===== src/rtl/core/cpff_pkg.sv =====
// Package: shared types, constants and helper functions for the CSI peer filter framer.
package cpff_pkg;

    localparam int MAX_FRAME_BYTES = 1024;
    localparam int PEER_SLOTS      = 4;
    localparam int PEER_REGS       = 4;
    localparam int HDR_BYTES       = 20;
    localparam int MAX_PAYLOAD     = MAX_FRAME_BYTES - HDR_BYTES;

    localparam int QDEPTH = 4;
    localparam int QAW    = $clog2(QDEPTH);
    localparam int QCW    = $clog2(QDEPTH + 1);

    localparam logic [31:0] FRAME_MAGIC = 32'hC511_0001;
    localparam logic [7:0]  ANT_COUNT   = 8'd1;

    localparam logic [12:0] FREQ_24_BASE = 13'd2407;  // 2412 - 5
    localparam logic [12:0] FREQ_CH14    = 13'd2484;
    localparam logic [12:0] FREQ_5G_BASE = 13'd5000;
    localparam logic [7:0]  CH_24_LAST   = 8'd13;
    localparam logic [7:0]  CH_14        = 8'd14;
    localparam logic [7:0]  CH_5G_FIRST  = 8'd36;
    localparam logic [7:0]  CH_5G_LAST   = 8'd177;

    typedef enum logic [2:0] {
        REG_PEER_A,
        REG_PEER_B,
        REG_PEER_C,
        REG_PEER_D,
        REG_NODE_IDS,
        REG_PEER_COUNT,
        REG_FALLBACK_MAC,
        REG_FALLBACK_EN
    } cpff_reg_t;

    typedef struct packed {
        logic [PEER_REGS-1:0][47:0] peer_addr;
        logic [39:0]                node_ids;
        logic [2:0]                 peer_count;
        logic [47:0]                fallback_mac;
        logic                       fallback_en;
    } cpff_cfg_t;

    // One queue entry: a header with its optional first payload word, or a lone payload word.
    typedef struct packed {
        logic        is_hdr;
        logic        has_data;
        logic [7:0]  data;
        logic        data_eof;
        logic [7:0]  peer_id;
        logic [7:0]  node_id;
        logic [14:0] subc;
        logic [12:0] freq;
        logic [31:0] seq;
        logic [7:0]  rssi;
        logic [7:0]  noise;
    } cpff_cmd_t;

    function automatic logic [12:0] chan_to_mhz(input logic [7:0] ch);
        logic [12:0] ch5;
        ch5 = 13'({ch, 2'b00}) + 13'(ch);
        if (ch != 8'd0 && ch <= CH_24_LAST)
            chan_to_mhz = FREQ_24_BASE + ch5;
        else if (ch == CH_14)
            chan_to_mhz = FREQ_CH14;
        else if (ch >= CH_5G_FIRST && ch <= CH_5G_LAST)
            chan_to_mhz = FREQ_5G_BASE + ch5;
        else
            chan_to_mhz = 13'd0;
    endfunction

    // Frame word at position idx; position HDR_BYTES is the carried payload word.
    function automatic logic [7:0] frame_byte(input cpff_cmd_t c, input logic [4:0] idx);
        logic [31:0] freq32;
        freq32 = 32'(c.freq);
        case (idx)
            5'd0:    frame_byte = FRAME_MAGIC[7:0];
            5'd1:    frame_byte = FRAME_MAGIC[15:8];
            5'd2:    frame_byte = FRAME_MAGIC[23:16];
            5'd3:    frame_byte = FRAME_MAGIC[31:24];
            5'd4:    frame_byte = c.node_id;
            5'd5:    frame_byte = ANT_COUNT;
            5'd6:    frame_byte = c.subc[7:0];
            5'd7:    frame_byte = {1'b0, c.subc[14:8]};
            5'd8:    frame_byte = freq32[7:0];
            5'd9:    frame_byte = freq32[15:8];
            5'd10:   frame_byte = freq32[23:16];
            5'd11:   frame_byte = freq32[31:24];
            5'd12:   frame_byte = c.seq[7:0];
            5'd13:   frame_byte = c.seq[15:8];
            5'd14:   frame_byte = c.seq[23:16];
            5'd15:   frame_byte = c.seq[31:24];
            5'd16:   frame_byte = c.rssi;
            5'd17:   frame_byte = c.noise;
            5'd20:   frame_byte = c.data;
            default: frame_byte = 8'd0;
        endcase
    endfunction

endpackage


===== src/rtl/core/cpff_regs.sv =====
// Configuration register file: peer table, node ids and filter controls.
module cpff_regs
    import cpff_pkg::*;
(
    input  logic        aclk,
    input  logic        aresetn,
    input  logic        cfg_valid,
    output logic        cfg_ready,
    input  logic [2:0]  cfg_index,
    input  logic [47:0] cfg_data,
    output cpff_cfg_t   cfg
);

    cpff_cfg_t cfg_reg, cfg_next;
    cpff_reg_t idx;

    assign cfg_ready = 1'b1;
    assign idx       = cpff_reg_t'(cfg_index);
    assign cfg       = cfg_reg;

    always_comb begin
        cfg_next = cfg_reg;
        if (cfg_valid) begin
            unique case (idx) inside
                REG_PEER_A, REG_PEER_B, REG_PEER_C, REG_PEER_D: begin
                    cfg_next.peer_addr[cfg_index[1:0]] = cfg_data;
                end
                REG_NODE_IDS:     cfg_next.node_ids     = cfg_data[39:0];
                REG_PEER_COUNT:   cfg_next.peer_count   = cfg_data[2:0];
                REG_FALLBACK_MAC: cfg_next.fallback_mac = cfg_data;
                REG_FALLBACK_EN:  cfg_next.fallback_en  = cfg_data[0];
                default: cfg_next = cfg_reg;
            endcase
        end
    end

    always_ff @(posedge aclk) begin
        if (!aresetn) begin
            cfg_reg <= '0;
        end else begin
            cfg_reg <= cfg_next;
        end
    end

endmodule


===== src/rtl/core/cpff_front.sv =====
// Front end: source filtering, frame bound check and record tracking; emits queue commands.
module cpff_front
    import cpff_pkg::*;
(
    input  logic        aclk,
    input  logic        aresetn,
    input  cpff_cfg_t   cfg,
    input  logic        s_valid,
    output logic        s_ready,
    input  logic [7:0]  s_iq_byte,
    input  logic        s_first_of_record,
    input  logic [47:0] s_source_mac,
    input  logic [7:0]  s_channel_number,
    input  logic signed [7:0] s_rssi,
    input  logic signed [7:0] s_noise_floor,
    input  logic [15:0] s_payload_length,
    input  logic        q_full,
    output logic        push,
    output cpff_cmd_t   push_cmd
);

    logic [15:0] rem_reg, rem_next;
    logic        acc_reg, acc_next;
    logic [7:0]  pid_reg, pid_next;
    logic [31:0] seq_reg, seq_next;

    logic        take;
    logic [2:0]  active;
    logic        hit;
    logic [7:0]  hit_id;
    logic        pass;

    assign s_ready = !q_full;
    assign take    = s_valid && s_ready;
    assign active  = (cfg.peer_count > 3'(PEER_SLOTS)) ? 3'(PEER_SLOTS) : cfg.peer_count;

    always_comb begin
        hit    = 1'b0;
        hit_id = 8'd0;
        for (int i = PEER_SLOTS - 1; i >= 0; i--) begin
            if (3'(i) < active && cfg.peer_addr[i] == s_source_mac) begin
                hit    = 1'b1;
                hit_id = cfg.node_ids[8*(i+1) +: 8];
            end
        end
    end

    always_comb begin
        if (active != 3'd0)
            pass = hit;
        else if (cfg.fallback_en)
            pass = (s_source_mac == cfg.fallback_mac);
        else
            pass = 1'b1;
        if ({1'b0, s_payload_length} > 17'(MAX_PAYLOAD))
            pass = 1'b0;
    end

    always_comb begin
        rem_next = rem_reg;
        acc_next = acc_reg;
        pid_next = pid_reg;
        seq_next = seq_reg;
        push     = 1'b0;
        push_cmd = '0;
        if (take) begin
            if (s_first_of_record) begin
                rem_next = (s_payload_length != 16'd0) ? s_payload_length - 16'd1 : 16'd0;
                acc_next = pass && (s_payload_length > 16'd1);
                pid_next = pass ? hit_id : 8'd0;
                if (pass) begin
                    push              = 1'b1;
                    seq_next          = seq_reg + 32'd1;
                    push_cmd.is_hdr   = 1'b1;
                    push_cmd.has_data = (s_payload_length != 16'd0);
                    push_cmd.data     = s_iq_byte;
                    push_cmd.data_eof = (s_payload_length == 16'd1);
                    push_cmd.peer_id  = hit_id;
                    push_cmd.node_id  = cfg.node_ids[7:0];
                    push_cmd.subc     = s_payload_length[15:1];
                    push_cmd.freq     = chan_to_mhz(s_channel_number);
                    push_cmd.seq      = seq_reg;
                    push_cmd.rssi     = s_rssi;
                    push_cmd.noise    = s_noise_floor;
                end
            end else if (rem_reg != 16'd0) begin
                rem_next = rem_reg - 16'd1;
                if (acc_reg) begin
                    push              = 1'b1;
                    push_cmd.has_data = 1'b1;
                    push_cmd.data     = s_iq_byte;
                    push_cmd.data_eof = (rem_reg == 16'd1);
                    push_cmd.peer_id  = pid_reg;
                    if (rem_reg == 16'd1)
                        acc_next = 1'b0;
                end
            end
        end
    end

    always_ff @(posedge aclk) begin
        if (!aresetn) begin
            rem_reg <= '0;
            acc_reg <= 1'b0;
            pid_reg <= '0;
            seq_reg <= '0;
        end else begin
            rem_reg <= rem_next;
            acc_reg <= acc_next;
            pid_reg <= pid_next;
            seq_reg <= seq_next;
        end
    end

`ifndef NO_ASSERTIONS
    a_acc_needs_rem: assert property (@(posedge aclk) disable iff (!aresetn)
        (rem_reg == 16'd0) |-> !acc_reg)
        else $error("record marked accepted with no payload left");

    a_seq_step: assert property (@(posedge aclk) disable iff (!aresetn)
        (push && push_cmd.is_hdr) |=> (seq_reg == $past(seq_reg) + 32'd1))
        else $error("sequence did not advance on header");

    a_push_on_take: assert property (@(posedge aclk) disable iff (!aresetn)
        push |-> (s_valid && !q_full))
        else $error("queue push without accepted word");
`endif

endmodule


===== src/rtl/core/cpff_fifo.sv =====
// Command queue between front end and frame serializer.
module cpff_fifo
    import cpff_pkg::*;
(
    input  logic      aclk,
    input  logic      aresetn,
    input  logic      push,
    input  cpff_cmd_t push_cmd,
    output logic      full,
    input  logic      pop,
    output logic      head_valid,
    output cpff_cmd_t head
);

    cpff_cmd_t        mem_reg [QDEPTH];
    logic [QAW-1:0]   wr_reg, wr_next;
    logic [QAW-1:0]   rd_reg, rd_next;
    logic [QCW-1:0]   cnt_reg, cnt_next;

    assign full       = (cnt_reg == QCW'(QDEPTH));
    assign head_valid = (cnt_reg != '0);
    assign head       = mem_reg[rd_reg];

    always_comb begin
        wr_next  = push ? QAW'(wr_reg + 1'b1) : wr_reg;
        rd_next  = pop  ? QAW'(rd_reg + 1'b1) : rd_reg;
        cnt_next = cnt_reg;
        if (push && !pop)
            cnt_next = cnt_reg + 1'b1;
        else if (pop && !push)
            cnt_next = cnt_reg - 1'b1;
    end

    always_ff @(posedge aclk) begin
        if (push)
            mem_reg[wr_reg] <= push_cmd;
    end

    always_ff @(posedge aclk) begin
        if (!aresetn) begin
            wr_reg  <= '0;
            rd_reg  <= '0;
            cnt_reg <= '0;
        end else begin
            wr_reg  <= wr_next;
            rd_reg  <= rd_next;
            cnt_reg <= cnt_next;
        end
    end

`ifndef NO_ASSERTIONS
    a_no_overflow: assert property (@(posedge aclk) disable iff (!aresetn)
        push |-> !full)
        else $error("push into full queue");

    a_no_underflow: assert property (@(posedge aclk) disable iff (!aresetn)
        pop |-> head_valid)
        else $error("pop from empty queue");

    a_cnt_range: assert property (@(posedge aclk) disable iff (!aresetn)
        cnt_reg <= QCW'(QDEPTH))
        else $error("queue count out of range");
`endif

endmodule


===== src/rtl/core/cpff_back.sv =====
// Back end: serializes header and payload words into the registered output stage.
module cpff_back
    import cpff_pkg::*;
(
    input  logic        aclk,
    input  logic        aresetn,
    input  logic        head_valid,
    input  cpff_cmd_t   head,
    output logic        pop,
    output logic        m_valid,
    input  logic        m_ready,
    output logic [7:0]  m_out_byte,
    output logic        m_end_of_frame,
    output logic [7:0]  m_source_peer_id
);

    cpff_cmd_t   cur_reg, cur_next;
    logic        busy_reg, busy_next;
    logic [4:0]  idx_reg, idx_next;
    logic        vld_reg, vld_next;
    logic [7:0]  byte_reg, byte_next;
    logic        eof_reg, eof_next;
    logic [7:0]  peer_reg, peer_next;

    logic        load_ok;
    logic        last;

    assign load_ok = !vld_reg || m_ready;
    assign last    = (idx_reg == 5'(HDR_BYTES - 1) && !cur_reg.has_data) ||
                     (idx_reg == 5'(HDR_BYTES));

    always_comb begin
        cur_next  = cur_reg;
        busy_next = busy_reg;
        idx_next  = idx_reg;
        vld_next  = vld_reg && !m_ready;
        byte_next = byte_reg;
        eof_next  = eof_reg;
        peer_next = peer_reg;
        pop       = 1'b0;
        if (load_ok) begin
            if (busy_reg) begin
                vld_next  = 1'b1;
                byte_next = frame_byte(cur_reg, idx_reg);
                eof_next  = (idx_reg == 5'(HDR_BYTES)) ? cur_reg.data_eof : last;
                peer_next = cur_reg.peer_id;
                if (last)
                    busy_next = 1'b0;
                else
                    idx_next = idx_reg + 5'd1;
            end else if (head_valid) begin
                pop       = 1'b1;
                vld_next  = 1'b1;
                peer_next = head.peer_id;
                if (head.is_hdr) begin
                    byte_next = frame_byte(head, 5'd0);
                    eof_next  = 1'b0;
                    cur_next  = head;
                    busy_next = 1'b1;
                    idx_next  = 5'd1;
                end else begin
                    byte_next = head.data;
                    eof_next  = head.data_eof;
                end
            end
        end
    end

    always_ff @(posedge aclk) begin
        cur_reg  <= cur_next;
        byte_reg <= byte_next;
        eof_reg  <= eof_next;
        peer_reg <= peer_next;
    end

    always_ff @(posedge aclk) begin
        if (!aresetn) begin
            busy_reg <= 1'b0;
            idx_reg  <= '0;
            vld_reg  <= 1'b0;
        end else begin
            busy_reg <= busy_next;
            idx_reg  <= idx_next;
            vld_reg  <= vld_next;
        end
    end

    assign m_valid          = vld_reg;
    assign m_out_byte       = byte_reg;
    assign m_end_of_frame   = eof_reg;
    assign m_source_peer_id = peer_reg;

`ifndef NO_ASSERTIONS
    a_idx_range: assert property (@(posedge aclk) disable iff (!aresetn)
        busy_reg |-> (idx_reg >= 5'd1 && idx_reg <= 5'(HDR_BYTES)))
        else $error("header index out of range");

    a_no_pop_busy: assert property (@(posedge aclk) disable iff (!aresetn)
        busy_reg |-> !pop)
        else $error("queue popped while header in progress");

    a_out_hold: assert property (@(posedge aclk) disable iff (!aresetn)
        (m_valid && !m_ready) |=> (m_valid && $stable(m_out_byte) &&
                                   $stable(m_end_of_frame) && $stable(m_source_peer_id)))
        else $error("output word changed while stalled");
`endif

endmodule


===== src/rtl/core/csi_peer_filter_framer.sv =====
// Top level: CSI record peer filter and frame builder.
// Takes one I/Q word per cycle on s_* while s_ready is high; the first word of each record
// carries the header fields. Records from sources outside the active peer table (with an empty
// table, only the fallback MAC passes if enabled, else all sources pass) or over the frame bound
// are dropped. An accepted record's first word expands into 20 header words plus its first
// payload word (none for a header-only record), serialized one per cycle by the back end
// while m_ready is high. A four-entry command queue lets the input keep flowing while the
// header goes out; once full, s_ready drops until the serializer catches up.
// Configuration writes (cfg_*) are always ready and take effect on the next cycle.
module csi_peer_filter_framer
    import cpff_pkg::*;
(
    input  logic        aclk,
    input  logic        aresetn,
    input  logic        cfg_valid,
    output logic        cfg_ready,
    input  logic [2:0]  cfg_index,
    input  logic [47:0] cfg_data,
    input  logic        s_valid,
    output logic        s_ready,
    input  logic [7:0]  s_iq_byte,
    input  logic        s_first_of_record,
    input  logic [47:0] s_source_mac,
    input  logic [7:0]  s_channel_number,
    input  logic signed [7:0] s_rssi,
    input  logic signed [7:0] s_noise_floor,
    input  logic [15:0] s_payload_length,
    output logic        m_valid,
    input  logic        m_ready,
    output logic [7:0]  m_out_byte,
    output logic        m_end_of_frame,
    output logic [7:0]  m_source_peer_id
);

    cpff_cfg_t cfg;
    logic      q_full;
    logic      push;
    cpff_cmd_t push_cmd;
    logic      pop;
    logic      head_valid;
    cpff_cmd_t head;

    cpff_regs u_regs (
        .aclk      (aclk),
        .aresetn   (aresetn),
        .cfg_valid (cfg_valid),
        .cfg_ready (cfg_ready),
        .cfg_index (cfg_index),
        .cfg_data  (cfg_data),
        .cfg       (cfg)
    );

    cpff_front u_front (
        .aclk              (aclk),
        .aresetn           (aresetn),
        .cfg               (cfg),
        .s_valid           (s_valid),
        .s_ready           (s_ready),
        .s_iq_byte         (s_iq_byte),
        .s_first_of_record (s_first_of_record),
        .s_source_mac      (s_source_mac),
        .s_channel_number  (s_channel_number),
        .s_rssi            (s_rssi),
        .s_noise_floor     (s_noise_floor),
        .s_payload_length  (s_payload_length),
        .q_full            (q_full),
        .push              (push),
        .push_cmd          (push_cmd)
    );

    cpff_fifo u_fifo (
        .aclk       (aclk),
        .aresetn    (aresetn),
        .push       (push),
        .push_cmd   (push_cmd),
        .full       (q_full),
        .pop        (pop),
        .head_valid (head_valid),
        .head       (head)
    );

    cpff_back u_back (
        .aclk             (aclk),
        .aresetn          (aresetn),
        .head_valid       (head_valid),
        .head             (head),
        .pop              (pop),
        .m_valid          (m_valid),
        .m_ready          (m_ready),
        .m_out_byte       (m_out_byte),
        .m_end_of_frame   (m_end_of_frame),
        .m_source_peer_id (m_source_peer_id)
    );

endmodule

===== config.mk =====
export PLATFORM = sky130hd
export DESIGN_NAME = csi_peer_filter_framer
export DESIGN_NICKNAME = d
export VERILOG_FILES = /design/src/rtl/core/cpff_pkg.sv /design/src/rtl/core/cpff_regs.sv /design/src/rtl/core/cpff_front.sv /design/src/rtl/core/cpff_fifo.sv /design/src/rtl/core/cpff_back.sv /design/src/rtl/core/csi_peer_filter_framer.sv
export SDC_FILE = /design/constraint.sdc
export NUM_CORES = 2
export LEC_CHECK = 0
export ABC_AREA = 1
export BUFFER_PORTS_ARGS = -buffer_cell sky130_fd_sc_hd__buf_2
export CORE_AREA = 2 2 273 275
export CTS_CLUSTER_SIZE = 24
export DETAILED_ROUTE_END_ITERATION = 16
export DIE_AREA = 0 0 275 277
export PLACE_DENSITY_LB_ADDON = 0.3
export SYNTH_ARGS = -nofsm -noshare
export SYNTH_HDL_FRONTEND = slang
export SYNTH_SLANG_ARGS = --single-unit

===== constraint.sdc =====
create_clock -name aclk -period 17.5 [get_ports aclk]
set_input_delay 0 -clock aclk [delete_from_list [all_inputs] [get_ports aclk]]
set_output_delay 0 -clock aclk [all_outputs]
set_load 0.005 [all_outputs]

==> impl_metrics.json <==
{
  "synth_area_leaders": "edfxtp_1 40%, dfxtp_1 18%, nor2_1 8.6%, o21ai_0 7.0%, nand2_1 6.9%",
  "portBuffers": 171,
  "largest_register_ffs": 412,
  "post_cts_buffers": 0,
  "cts.path.max_buffers": 3,
  "ys_seq_area_share_pct": 57.6,
  "routed_wirelength_um": 126000,
  "worstSetupEndpointType": "register",
  "swShare_pct": 30.1,
  "cts.clk_slew.worst_paths_ns": 0.06,
  "netlist_instances": 4573,
  "required_ns": 17.77,
  "min_to": "u_regs.cfg[144]",
  "crit_type": "reg2reg",
  "nets": 4970,
  "ys.warnings.count": 0,
  "synth_edf_count": 531,
  "r2r_start": "u_regs.cfg[16]",
  "layout-drive-gt1-share_pct": 9.00,
  "sequentialPowerShare_pct": 47.6,
  "reg2reg_to": "u_fifo.mem_reg[0][5]",
  "rsz0062_at_grt": "no",
  "fin_worst_skew_ns": 0.0384,
  "regToRegSetupSlack_ns": 12.90,
  "grt_pass1_wl_um": 189000,
  "synthToLayoutAreaGrowth_pct": 14.0,
  "core_um2": 73600,
  "die_w_um": 275,
  "first_global_vias": 31300,
  "r2r_cells": 13,
  "fin_util_pct": 62.1,
  "yosysMostFrequentCell": "nor2_1",
  "dr.pass1.iters": 6,
  "insertion_delay_ns": 0.66,
  "htreeDepth": 3,
  "cp.arrival_ns": 4.87,
  "ys_ff_latch": 888,
  "hp-class": "in2reg",
  "async_reset_ff_share_pct": 0,
  "slew_viol_final": 0,
  "drc": 0,
  "ant_nets": 0,
  "cts_buffers": 91,
  "synth_top_area_share_pct": 39.8,
  "p_comb_share_pct": 17.8,
  "yosys.area.top_type": "edfxtp_1",
  "ioPinCount": 173,
  "synth_area_per_cell_um2": 8.76,
  "fillCellCount": 6113,
  "outcome": "finished clean",
  "grt_overflow_total": 0,
  "antenna_found_initial": 5,
  "power.switching_mw": 1.66,
  "start_util_pct": 54.4,
  "initialDrtViolationCount": 4008,
  "syn_area_um2": 40100,
  "ctsHoldBuffers": 109,
  "routedWlPerCell_um": 21.6,
  "min_path_cells": 3,
  "max_slew.worst_pin.slew_ns": 1.07,
  "start_kind": "register",
  "layout.area.seq_um2": 23100,
  "cts-root-buf": "clkbuf_16",
  "vias": 33300,
  "place.gp.congestion": 1.12,
  "cts_sinks": 888,
  "period_share_pct": 26.3,
  "synth_top_cells_by_count": "917 x nor2_1, 737 x nand2_1, 557 x o21ai_0",
  "max_slew_margin_pct": 28.8,
  "min-delay-start": "aresetn",
  "drv_cap": 0,
  "avgViaCountPerCell": 5.71,
  "fin_crit_ns": 4.60,
  "grt_max_degree": 143,
  "cts_resized": 0,
  "fin_hold_ws_ns": 0.0510,
  "yosysUniqueCellTypes": 51,
  "worstPathMaxFanout": 62,
  "synth_flop_cell": "edfxtp_1",
  "multiInputGateArea_um2": 14600,
  "setup_viol": 0,
  "dp_hpwl_um": 86100,
  "tns_ns": 0,
  "peakVddDrop_uv": 186,
  "power_density_nw_per_um2": 121,
  "globalRouteTotalUtil_pct": 32.7,
  "power.internal_mw": 3.86,
  "die_h_um": 277,
  "cts_tree": "yes",
  "power_frac_clock_pct": 34.7,
  "fmax_ghz": 0.217,
  "hold_viol_final": 0,
  "dieArea_um2": 76200,
  "leakage_nw": 18.5,
  "rows": 100
}
cells in the final DEF, fill, tap and decap left out, drive strengths merged, types with 7 or more instances in the layout:
master | Yosys | routed
clkbuf | 164 | 125
inv | 411 | 416
nand4 | 47 | 47
xor2 | 40 | 40
nor2 | 926 | 926
xnor2 | 79 | 79
a21oi | 198 | 198
nor4 | 10 | 10
dfxtp | 357 | 357
nand2 | 742 | 742
nor3b | 10 | 10
a221oi | 27 | 27
nand3 | 123 | 123
dlygate4sd3 | 0 | 109
ha | 26 | 26
a211oi | 7 | 7
buf | 51 | 205
o21ai | 578 | 578
edfxtp | 531 | 531
o22ai | 108 | 108
or2 | 21 | 21
clkinv | 7 | 40
nor3 | 59 | 59
conb | 2 | 25
a22o | 24 | 24
critical path, cell delays in order (launching register included):
cell,delay (ns)
dfxtp_1,0.31
xnor2_1,0.15
nand2_1,0.15
nor3_1,0.16
nand2_1,0.06
nor2_1,0.54
nand3_1,0.43
a21oi_1,0.34
nand3_4,0.14
nand2_2,0.15
inv_2,0.18
nor2_4,0.11
buf_4,0.52
buf_4,0.87
logic make-up after synthesis:
kind of cell,Yosys count,share of synthesized area (%)
other,2,0.0187
adder cells (fa/ha/maj),28,0.912
XOR/XNOR,119,2.60
AO/OA/AOI/OAI,957,12.9
buffers and inverters,633,6.14
AND/OR/NAND/NOR,1946,19.8
flip-flops,888,57.6
through the flow:
step / cell area (µm²) / instances / setup WS [ns] / total power, mW
CTS: 45700 / 5834 / 12.96 / 5.51
detailed placement: 41600 / 5556 / 13.00 / 3.60
global route: 45700 / 5834 / 12.60 / 5.72
floorplan: 40100 / 4596 / 10.99 / 3.22
finish: 45700 / 5835 / 12.90 / 5.52
global placement: 41600 / 5556 / 13.06 / 3.59
power groups by stage:
stage	logic, mW	clock network [mW]	registers, mW
6_report	0.981	1.91	2.62
3_3_place_gp	0.923	0	2.66
3_5_place_dp	0.940	0	2.66
2_1_floorplan	0.633	0	2.59
4_1_cts	0.968	1.92	2.62
5_1_grt	1.08	2.01	2.64
worst max path at each step:
stage | from | end | depth (start not counted)
2_1_floorplan | u_regs.cfg[51] | u_fifo.mem_reg[0][0] | 17
3_3_place_gp | register | u_back.cur_reg[53] | 8
3_5_place_dp | register | u_back.cur_reg[56] | 8
4_1_cts | register | u_back.cur_reg[17] | 8
5_1_grt | register | u_back.cur_reg[17] | 8
6_report | u_regs.cfg[16] | u_fifo.mem_reg[0][5] | 13
per-layer routing:
metal | wire length (µm) | share of wire (%) | track usage, % | vias to the layer above
li1 | - | - | - | 15700
met1 | 52000 | 41 | 45.5 | 15700
met2 | 57100 | 45 | 50.8 | 1682
met3 | 11600 | 9.2 | 5.72 | 271
met4 | 5250 | 4.2 | 13.0 | 2
met5 | 13 | 0.010 | 0 | -
area by class of cell:
type / count / area share, %
Sequential cell: 888 / 50.6
Inverter: 418 / 3.45
Tap cell: 969 / 2.65
Clock buffer: 124 / 5.57
Multi-Input combinational cell: 3075 / 32.0
Timing Repair Buffer: 315 / 4.86
Antenna cell: 1 / 0.00548
Clock inverter: 45 / 0.882
Power figures use the tool's default switching activity.
